$ cat config.mk
export PLATFORM = sky130hd
export DESIGN_NAME = serial_frame_receiver_flat
export DESIGN_NICKNAME = d
export VERILOG_FILES = /design/src/rtl/sfr_pkg.sv /design/src/rtl/sfr_if.sv /design/src/rtl/serial_frame_receiver.sv /design/src/rtl/sfr_in_stage.sv /design/src/rtl/sfr_deframer.sv /design/src/rtl/sfr_out_stage.sv /design/src/flat_wrapper.sv
export VERILOG_INCLUDE_DIRS = /design/src /design/src/rtl
export SDC_FILE = /design/constraint.sdc
export NUM_CORES = 1
export LEC_CHECK = 0
export ABC_AREA = 1
export BUFFER_PORTS_ARGS = -buffer_cell sky130_fd_sc_hd__buf_2
export CAP_MARGIN = 30
export CORE_ASPECT_RATIO = 1.75
export CORE_MARGIN = 1.5
export CORE_UTILIZATION = 53
export DETAILED_ROUTE_END_ITERATION = 8
export PLACE_DENSITY_LB_ADDON = 0.25
export SYNTH_ARGS = -nofsm -noshare
export SYNTH_HDL_FRONTEND = slang
export SYNTH_HIERARCHICAL = 1
export SYNTH_SLANG_ARGS = --single-unit
$ cat constraint.sdc
create_clock -name clk -period 3.05 [get_ports clk]
set_clock_uncertainty 0.2 [all_clocks]
set_input_delay 0 -clock clk [delete_from_list [all_inputs] [get_ports clk]]
set_output_delay 0 -clock clk [all_outputs]
set_load 0.005 [all_outputs]
$ cat src/rtl/serial_frame_receiver_defines.svh
// Assertion macros for the serial frame receiver; the deframer uses them.
`ifndef SERIAL_FRAME_RECEIVER_DEFINES_SVH
`define SERIAL_FRAME_RECEIVER_DEFINES_SVH

// Same-cycle implication, checked on clk and disabled while rst_n is low.
`define SFR_ASSERT_IMPLY(label, cond, prop) \
    label: assert property (@(posedge clk) disable iff (!rst_n) (cond) |-> (prop)) \
        else $error("serial_frame_receiver: assertion failed");

// Next-cycle implication, checked on clk and disabled while rst_n is low.
`define SFR_ASSERT_NEXT(label, cond, prop) \
    label: assert property (@(posedge clk) disable iff (!rst_n) (cond) |=> (prop)) \
        else $error("serial_frame_receiver: assertion failed");

`endif

$ cat src/rtl/sfr_pkg.sv
// Package with the types and constants of the serial frame receiver.
`timescale 1ns / 1ps

package sfr_pkg;

    localparam logic [7:0] HDR_FIRST  = 8'h55;
    localparam logic [7:0] HDR_SECOND = 8'hAA;
    localparam logic [7:0] TAIL_BYTE  = 8'h7E;

    typedef enum logic [2:0] {
        PH_HDR1,
        PH_HDR2,
        PH_CMD,
        PH_LEN,
        PH_DATA,
        PH_SUM,
        PH_TAIL
    } phase_t;

    typedef enum logic [1:0] {
        KIND_DATA,
        KIND_ACCEPT,
        KIND_REJECT
    } kind_t;

    typedef enum logic [1:0] {
        ERR_NONE,
        ERR_CHECKSUM,
        ERR_TAIL,
        ERR_ZERO_LEN
    } err_t;

    // One received byte held in the input register.
    typedef struct packed {
        logic       valid;
        logic [7:0] rx_byte;
    } in_word_t;

    // One result word.
    typedef struct packed {
        kind_t      kind;
        logic [7:0] command;
        logic [7:0] data_byte;
        logic [7:0] byte_index;
        logic [7:0] payload_length;
        err_t       error_code;
    } result_t;

endpackage

$ cat src/rtl/sfr_if.sv
// Stream interfaces for received bytes and for result words.
`timescale 1ns / 1ps

interface sfr_in_if;
    logic       valid;
    logic       ready;
    logic [7:0] rx_byte;

    modport source (output valid, output rx_byte, input ready);
    modport sink   (input valid, input rx_byte, output ready);
endinterface

interface sfr_out_if;
    logic       valid;
    logic       ready;
    logic [1:0] kind;
    logic [7:0] command;
    logic [7:0] data_byte;
    logic [7:0] byte_index;
    logic [7:0] payload_length;
    logic [1:0] error_code;

    modport source (output valid, output kind, output command, output data_byte,
                    output byte_index, output payload_length, output error_code,
                    input ready);
    modport sink   (input valid, input kind, input command, input data_byte,
                    input byte_index, input payload_length, input error_code,
                    output ready);
endinterface

$ cat src/rtl/serial_frame_receiver.sv
// A result enters the output register at the edge where the deframer takes its byte.
// Throughput: one byte per cycle unless stalled; phase, count and sum update in a loop.
// A byte stalls only while the result register is full and a result is due.
// Reset (rst_n low, asynchronous) empties both registers and returns the parser
// to waiting for the first header byte with all frame fields cleared.
`timescale 1ns / 1ps

module serial_frame_receiver (
    input  logic      clk,
    input  logic      rst_n,
    sfr_in_if.sink    rx,
    sfr_out_if.source res
);
    import sfr_pkg::*;

    // The design is three parts in a row. The input stage registers each
    // received word. The deframer walks the frame phases (two header bytes,
    // command, length, payload, checksum, tail) and keeps the command, the
    // length, the payload count and the running 8-bit sum. The output stage
    // holds one result word for the consumer.
    //
    // The parser advances a byte when that byte needs no result or when the
    // result register can take one, so header and good checksum bytes flow
    // even while a result waits downstream. A header mismatch drops the byte
    // and restarts the search; a zero length, a wrong checksum or a bad tail
    // rejects the frame with its error code.

    in_word_t in_word;
    result_t  result;
    logic     advance;
    logic     load;
    logic     out_free;

    sfr_in_stage u_in_stage (
        .clk     (clk),
        .rst_n   (rst_n),
        .rx      (rx),
        .advance (advance),
        .word    (in_word)
    );

    sfr_deframer u_deframer (
        .clk      (clk),
        .rst_n    (rst_n),
        .word     (in_word),
        .out_free (out_free),
        .advance  (advance),
        .load     (load),
        .result   (result)
    );

    sfr_out_stage u_out_stage (
        .clk      (clk),
        .rst_n    (rst_n),
        .load     (load),
        .result   (result),
        .out_free (out_free),
        .res      (res)
    );

endmodule

$ cat src/rtl/sfr_in_stage.sv
// Input register that holds one received byte until the deframer takes it.
`timescale 1ns / 1ps

module sfr_in_stage (
    input  logic              clk,
    input  logic              rst_n,
    sfr_in_if.sink            rx,
    input  logic              advance,
    output sfr_pkg::in_word_t word
);
    import sfr_pkg::*;

    logic       valid_reg;
    logic       valid_next;
    logic [7:0] byte_reg;
    logic       take;

    // A held byte that leaves this cycle frees the register for the next one.
    assign rx.ready   = !valid_reg || advance;
    assign take       = rx.valid && rx.ready;
    assign valid_next = take || (valid_reg && !advance);

    always_ff @(posedge clk or negedge rst_n)
    begin
        if (!rst_n)
        begin
            valid_reg <= 1'b0;
        end
        else
        begin
            valid_reg <= valid_next;
        end
    end

    always_ff @(posedge clk)
    begin
        if (take)
        begin
            byte_reg <= rx.rx_byte;
        end
    end

    assign word.valid   = valid_reg;
    assign word.rx_byte = byte_reg;

endmodule

$ cat src/rtl/sfr_deframer.sv
// Frame parser: phase machine, frame fields, checksum and result formation.
`timescale 1ns / 1ps
`include "serial_frame_receiver_defines.svh"

module sfr_deframer (
    input  logic              clk,
    input  logic              rst_n,
    input  sfr_pkg::in_word_t word,
    input  logic              out_free,
    output logic              advance,
    output logic              load,
    output sfr_pkg::result_t  result
);
    import sfr_pkg::*;

    phase_t     phase_reg;
    phase_t     phase_next;
    logic [7:0] command_reg;
    logic [7:0] command_next;
    logic [7:0] length_reg;
    logic [7:0] length_next;
    logic [7:0] count_reg;
    logic [7:0] count_next;
    logic [7:0] sum_reg;
    logic [7:0] sum_next;

    logic [7:0] b;
    logic [7:0] plen;
    logic [7:0] count_inc;
    logic [7:0] sum_add;
    logic       emit;

    assign b         = word.rx_byte;
    assign plen      = length_reg - 8'd1;
    assign count_inc = count_reg + 8'd1;
    assign sum_add   = sum_reg + b;

    // A byte that produces no result never waits for the output register.
    assign advance = word.valid && (!emit || out_free);
    assign load    = advance && emit;

    always_comb
    begin
        phase_next = phase_reg;
        case (phase_reg)
            PH_HDR1: phase_next = (b == HDR_FIRST) ? PH_HDR2 : PH_HDR1;
            PH_HDR2: phase_next = (b == HDR_SECOND) ? PH_CMD : PH_HDR1;
            PH_CMD:  phase_next = PH_LEN;
            PH_LEN:
            begin
                if (b == 8'd0)
                    phase_next = PH_HDR1;
                else if (b == 8'd1)
                    phase_next = PH_SUM;
                else
                    phase_next = PH_DATA;
            end
            PH_DATA: phase_next = (count_inc >= plen) ? PH_SUM : PH_DATA;
            PH_SUM:  phase_next = (b != sum_reg) ? PH_HDR1 : PH_TAIL;
            PH_TAIL: phase_next = PH_HDR1;
            default: phase_next = (b == HDR_FIRST) ? PH_HDR2 : PH_HDR1;
        endcase
    end

    always_comb
    begin
        emit                  = 1'b0;
        command_next          = command_reg;
        length_next           = length_reg;
        count_next            = count_reg;
        sum_next              = sum_reg;
        result.kind           = KIND_REJECT;
        result.command        = command_reg;
        result.data_byte      = 8'd0;
        result.byte_index     = 8'd0;
        result.payload_length = plen;
        result.error_code     = ERR_NONE;
        case (phase_reg)
            PH_CMD:
            begin
                command_next = b;
                sum_next     = b;
            end
            PH_LEN:
            begin
                length_next = b;
                count_next  = 8'd0;
                sum_next    = sum_add;
                if (b == 8'd0)
                begin
                    emit                  = 1'b1;
                    result.payload_length = 8'd0;
                    result.error_code     = ERR_ZERO_LEN;
                end
            end
            PH_DATA:
            begin
                sum_next          = sum_add;
                count_next        = count_inc;
                emit              = 1'b1;
                result.kind       = KIND_DATA;
                result.data_byte  = b;
                result.byte_index = count_reg;
            end
            PH_SUM:
            begin
                if (b != sum_reg)
                begin
                    emit              = 1'b1;
                    result.error_code = ERR_CHECKSUM;
                end
            end
            PH_TAIL:
            begin
                emit = 1'b1;
                if (b == TAIL_BYTE)
                    result.kind = KIND_ACCEPT;
                else
                    result.error_code = ERR_TAIL;
            end
            default:
            begin
                emit = 1'b0;
            end
        endcase
    end

    always_ff @(posedge clk or negedge rst_n)
    begin
        if (!rst_n)
        begin
            phase_reg   <= PH_HDR1;
            command_reg <= 8'd0;
            length_reg  <= 8'd0;
            count_reg   <= 8'd0;
            sum_reg     <= 8'd0;
        end
        else if (advance)
        begin
            phase_reg   <= phase_next;
            command_reg <= command_next;
            length_reg  <= length_next;
            count_reg   <= count_next;
            sum_reg     <= sum_next;
        end
    end

    `SFR_ASSERT_IMPLY(a_err_only_on_reject,
        load && (result.kind != KIND_REJECT), result.error_code == ERR_NONE)
    `SFR_ASSERT_IMPLY(a_index_below_length,
        load && (result.kind == KIND_DATA), result.byte_index < result.payload_length)
    `SFR_ASSERT_IMPLY(a_accept_only_at_tail,
        load && (result.kind == KIND_ACCEPT), phase_reg == PH_TAIL)
    `SFR_ASSERT_IMPLY(a_stall_only_when_full,
        word.valid && !advance, !out_free)
    `SFR_ASSERT_NEXT(a_reject_restarts,
        load && (result.kind == KIND_REJECT), phase_reg == PH_HDR1)

endmodule

$ cat src/rtl/sfr_out_stage.sv
// Result register that drives the output channel.
`timescale 1ns / 1ps

module sfr_out_stage (
    input  logic             clk,
    input  logic             rst_n,
    input  logic             load,
    input  sfr_pkg::result_t result,
    output logic             out_free,
    sfr_out_if.source        res
);
    import sfr_pkg::*;

    logic    valid_reg;
    logic    valid_next;
    result_t word_reg;

    // The register can take a new word when empty or when its word leaves now.
    assign out_free   = !valid_reg || res.ready;
    assign valid_next = load || (valid_reg && !res.ready);

    always_ff @(posedge clk or negedge rst_n)
    begin
        if (!rst_n)
        begin
            valid_reg <= 1'b0;
        end
        else
        begin
            valid_reg <= valid_next;
        end
    end

    always_ff @(posedge clk)
    begin
        if (load)
        begin
            word_reg <= result;
        end
    end

    assign res.valid          = valid_reg;
    assign res.kind           = word_reg.kind;
    assign res.command        = word_reg.command;
    assign res.data_byte      = word_reg.data_byte;
    assign res.byte_index     = word_reg.byte_index;
    assign res.payload_length = word_reg.payload_length;
    assign res.error_code     = word_reg.error_code;

endmodule
$ cat src/flat_wrapper.sv
// flat-port wrapper written by rule: the top's interface ports become plain ports
module serial_frame_receiver_flat import sfr_pkg::*;
  (clk, rst_n, rx_valid, rx_rx_byte, rx_ready, res_valid, res_kind, res_command, res_data_byte, res_byte_index, res_payload_length, res_error_code, res_ready);
  sfr_in_if rx_i ();
  sfr_out_if res_i ();
  input  logic clk;
  input  logic rst_n;
  input wire logic [$bits(rx_i.valid)-1:0] rx_valid;
  input wire logic [$bits(rx_i.rx_byte)-1:0] rx_rx_byte;
  output wire logic [$bits(rx_i.ready)-1:0] rx_ready;
  output wire logic [$bits(res_i.valid)-1:0] res_valid;
  output wire logic [$bits(res_i.kind)-1:0] res_kind;
  output wire logic [$bits(res_i.command)-1:0] res_command;
  output wire logic [$bits(res_i.data_byte)-1:0] res_data_byte;
  output wire logic [$bits(res_i.byte_index)-1:0] res_byte_index;
  output wire logic [$bits(res_i.payload_length)-1:0] res_payload_length;
  output wire logic [$bits(res_i.error_code)-1:0] res_error_code;
  input wire logic [$bits(res_i.ready)-1:0] res_ready;
  assign rx_i.valid = rx_valid;
  assign rx_i.rx_byte = rx_rx_byte;
  assign rx_ready = rx_i.ready;
  assign res_valid = res_i.valid;
  assign res_kind = res_i.kind;
  assign res_command = res_i.command;
  assign res_data_byte = res_i.data_byte;
  assign res_byte_index = res_i.byte_index;
  assign res_payload_length = res_i.payload_length;
  assign res_error_code = res_i.error_code;
  assign res_i.ready = res_ready;
  serial_frame_receiver u_core (.clk(clk), .rst_n(rst_n), .rx(rx_i), .res(res_i));
endmodule
==> flow_results.org <==
** Place
- Post-detail-place hpwl :: 7.17 mm
- IO Port Bufs :: 49
- Routability-driven placement congestion ratio :: 0.993

** STA
- Setup violations remaining at the end of the flow were counted as 0.
- Slew Limit Headroom :: 0.411
- For the pin with the worst max-slew slack, the measured transition is 883 ps.
- Final Max Tran Viols :: 0
- Final min period :: 2650 ps
- Hold timing on the final database bottoms out at a slack of 121 ps.
- Highest clock frequency the design can meet :: 0.377 GHz
- RSZ-0062 raised after global routing :: false
- Share of the clock period used by the worst path after layout :: 0.869
- Total Negative Setup Slacks :: 0 ps
- The final hold violation count was 0.

** Synth
- Of the total synthesized cell area, the portion taken by full adders, half adders and majority gates is 0.0554.
- Compound-cell area share of the yosys netlist :: 0.0277
- Portion of netlist area occupied by mux cells :: 0
- The mapped netlist covers 4200 um^2.
- By area the synthesized netlist is led by sky130_fd_sc_hd__edfxtp_1, sky130_fd_sc_hd__dfrtp_1, sky130_fd_sc_hd__nand2_1.
- By area, the combinational part of the netlist is dominated by simple AND/OR/NAND/NOR gates.
- Flip-flop and latch count after synthesis :: 81
- Net count after synthesis :: 509
- Xor-xnor portion of the synthesized cell area :: 0.0229
- The netlist uses 32 different library cells.
- The biggest area contributor in the post-synthesis netlist is sky130_fd_sc_hd__edfxtp_1.
- Post-synth EDFFs :: 44
- For this run, the number of Yosys warnings is 6.
- Fraction of the yosys area taken by sequential cells :: 0.535
- Synthesized netlist cell count :: 479
- Among all flip-flop cells after synthesis, the most frequent one is sky130_fd_sc_hd__edfxtp_1.
- Of all flip-flops after synthesis, the portion carrying an async set or reset was 0.457.
- Synthesized-area fraction occupied by and/or/nand/nor cells :: 0.278
- In this run the mean area of a mapped cell was 8.78 um^2.
- Yosys top cell area share :: 0.314

** Detailed routing
- The routed design has 10.1 mm of wire.
- In the final routed layout, each cell accounts on average for 15.7 um.
- After detailed routing, the number of remaining DRC violations is 0.
- Routed via count divided by cell count :: 5.48
- For this run, the detailed router's first-pass iteration total came to 4.
- The routed layout has 3521 vias.
- Routed Antenna Nets :: 0
- After the first detailed-routing iteration, the DRC count stood at 203.

** Pwr
- Power density over the cells :: 503 nW/um^2
- Of the total power, the share spent switching nets is 0.207.
- Of the total power, registers draw 0.462.
- Leakage Power :: 0.00243 uW
- Cell Int Power :: 2010 uW
- After layout, the design draws a total of 2540 uW.
- The share of total power dissipated in the clock network is 0.487.
- The worst-case IR drop observed on VDD is 0.000355 V.
- In this run the power spent charging and discharging nets is 526 uW.
- Combinational Power Share :: 0.051

** Critical path
- Crit path max fanout :: 37
- Measured in cells, the most critical reg-to-reg path has a length of 11.
- The endpoint identified for the worst register-to-register timing path is u_core/u_out_stage/res.data_byte[0]$_DFFE_PP_.
- STA classifies the critical path endpoint as a flop.
- By instance count, the cell type seen most on the critical path is sky130_fd_sc_hd__nand2_1.
- Req. time, crit path :: 2880 ps
- On the worst path, the slowest cell contributes a delay of 450 ps.
- The critical path starts at u_core/u_in_stage/byte_reg[3]$_DFFE_PP_.
- Slowest library cell on the worst path :: sky130_fd_sc_hd__edfxtp_1
- In this run the worst setup path terminates at u_core/u_out_stage/res.data_byte[0]$_DFFE_PP_.
- The worst register-to-register path begins at u_core/u_in_stage/byte_reg[3]$_DFFE_PP_.
- Traced cell by cell, the critical path runs through ha_1, inv_2, nand2_1, nor2_1, nand3_1, nand2_1, nand3_2, a21oi_1, nand2_1, inv_1, buf_12.
- Critical Path Start Type :: flop
- The critical path is of the flop to flop type.
- Data arrives at the worst endpoint at 2480 ps.
- Register-to-register setup slack :: 400 ps

** GRT
- Via count of the first global-routing pass :: 3517
- The initial antenna violation count came to 0.
- Entering global routing, the biggest net connects 38 pins.
- Gr ovfl total :: 0
- Global-route wire length before repair :: 16.3 mm
- Overall track demand over capacity in global routing :: 0.253

** CTS
- Number of clock sinks :: 81
- TritonCTS built the clock tree.
- Clock-pin slew was measured on the worst setup and hold paths at 60 ps.
- Post-CTS Hold Buffers :: 11
- Root Buffer :: sky130_fd_sc_hd__clkbuf_16
- In this run, CTS created clock tree buffers numbering 9.
- The number of gates resized after CTS was 0.
- Max H-tree Level :: 3
- Clock tree buffer depth :: 2
- Post-CTS setup buffers :: 0
- Clock latency on the worst-skew pair, taken at its later pin, is 340 ps.

** Final layout
- Register area :: 2250 um^2
- In the layout the commonest cells are sky130_fd_sc_hd__nand2_1, sky130_fd_sc_hd__inv_1, sky130_fd_sc_hd__buf_2.
- Count of antenna diodes in the layout :: 0
- Combined area of the multi-input logic cells :: 1610 um^2
- Of the cells placed in the final design, the portion with a size suffix greater than 1 is 0.168.
- Relative to the synthesized area, the layout overhead comes to 20.0%.
- The final layout contains 579 nets.
- Leaving out fill and tap cells, the most frequent cell in the layout is sky130_fd_sc_hd__nand2_1.
- Fill cells in the final layout number 598.

** Floorplan
- X dimension of the die :: 70.3 um
- Row generation in the floorplan step produced 42 rows.
- Core area :: 7620 um^2
- Die outline height :: 121 um
- The initial utilization of the core area, before any placement, comes to 0.552.
- The die covers 8500 um^2.
- 50 I/O pins were placed.

** Min path
- The worst hold path belongs to the class input pin to asynchronous set/reset pin.

** Outcome
- The run finished with clean final reports.

** Run
- Across the run, the number of max-cap violations was 0.
worst max-delay path, delay by kind of cell, from the launching register on:
family / cells / cell delay, ps
adder cells (fa/ha/maj): 1 / 400
flip-flops: 1 / 450
AO/OA/AOI/OAI: 1 / 270
AND/OR/NAND/NOR: 6 / 580
buffers and inverters: 3 / 410
through the flow:
stage	util	cells	cell area, um^2	setup slack [ps]
after global routing	0.662	642	5040	222
after floorplan	-	479	4200	42.4
after CTS	0.662	642	5040	417
after global placement	0.602	615	4590	505
after detailed placement	0.602	615	4590	472
final	0.662	642	5040	398
logic make-up after synthesis:
kind of cell | count (synthesis)
AOI/OAI and AO/OA | 22
xor gates and xnor gates | 11
adders and majority gates | 18
buffers and inverters | 85
DFF | 81
and+or+nand+nor | 262
worst min-delay path by stage:
stage,from,to,slack (ps),depth (start not counted)
finish,rst_n,u_core/u_deframer/count_reg[5]$_DFFE_PN0P_,120,2
global route,rx_rx_byte[1],u_core/u_in_stage/byte_reg[1]$_DFFE_PP_,170,2
CTS,rst_n,u_core/u_deframer/count_reg[3]$_DFFE_PN0P_,140,2
detailed placement,rst_n,u_core/u_deframer/count_reg[4]$_DFFE_PN0P_,-30,1
global placement,rst_n,u_core/u_deframer/count_reg[3]$_DFFE_PN0P_,-40,1
floorplan,rst_n,u_core/u_deframer/command_reg[0]$_DFFE_PN0P_,-500,0
final cells by class:
type / instances / share of cell area
flip-flops and latches: 81 / 0.446
multi-input cells: 313 / 0.320
repair buffers: 72 / 0.0908
inverters: 72 / 0.0536
clock buffers: 10 / 0.0454
clock inverters: 6 / 0.0231
well taps: 88 / 0.0218
routing by layer:
layer	vias up	track usage	share of wire
li1	1713	-	-
met1	1654	0.264	0.36
met2	121	0.458	0.54
met3	33	0.0475	0.045
met4	0	0.156	0.048
met5	-	0	0
cells in the mapped netlist (all sizes together), types with 2 or more instances:
| master | number |
|---|---|
| xor2 | 9 |
| o21ai | 11 |
| dfrtp | 37 |
| ha | 17 |
| inv | 71 |
| edfxtp | 44 |
| a21oi | 8 |
| buf | 7 |
| nand2 | 143 |
| nand3 | 28 |
| nor3 | 8 |
| xnor2 | 2 |
| nor2 | 44 |
| nand4 | 36 |
| clkbuf | 6 |
power groups by stage:
| stage | clock network [uW] | registers, uW | logic [uW] |
|---|---|---|---|
| 2_1_floorplan | 0 | 1190 | 64.6 |
| 3_3_place_gp | 0 | 1190 | 116 |
| 3_5_place_dp | 0 | 1190 | 116 |
| 4_1_cts | 1250 | 1170 | 128 |
| 5_1_grt | 1290 | 1170 | 145 |
| 6_report | 1230 | 1170 | 131 |
Power figures use the tool's default switching activity.
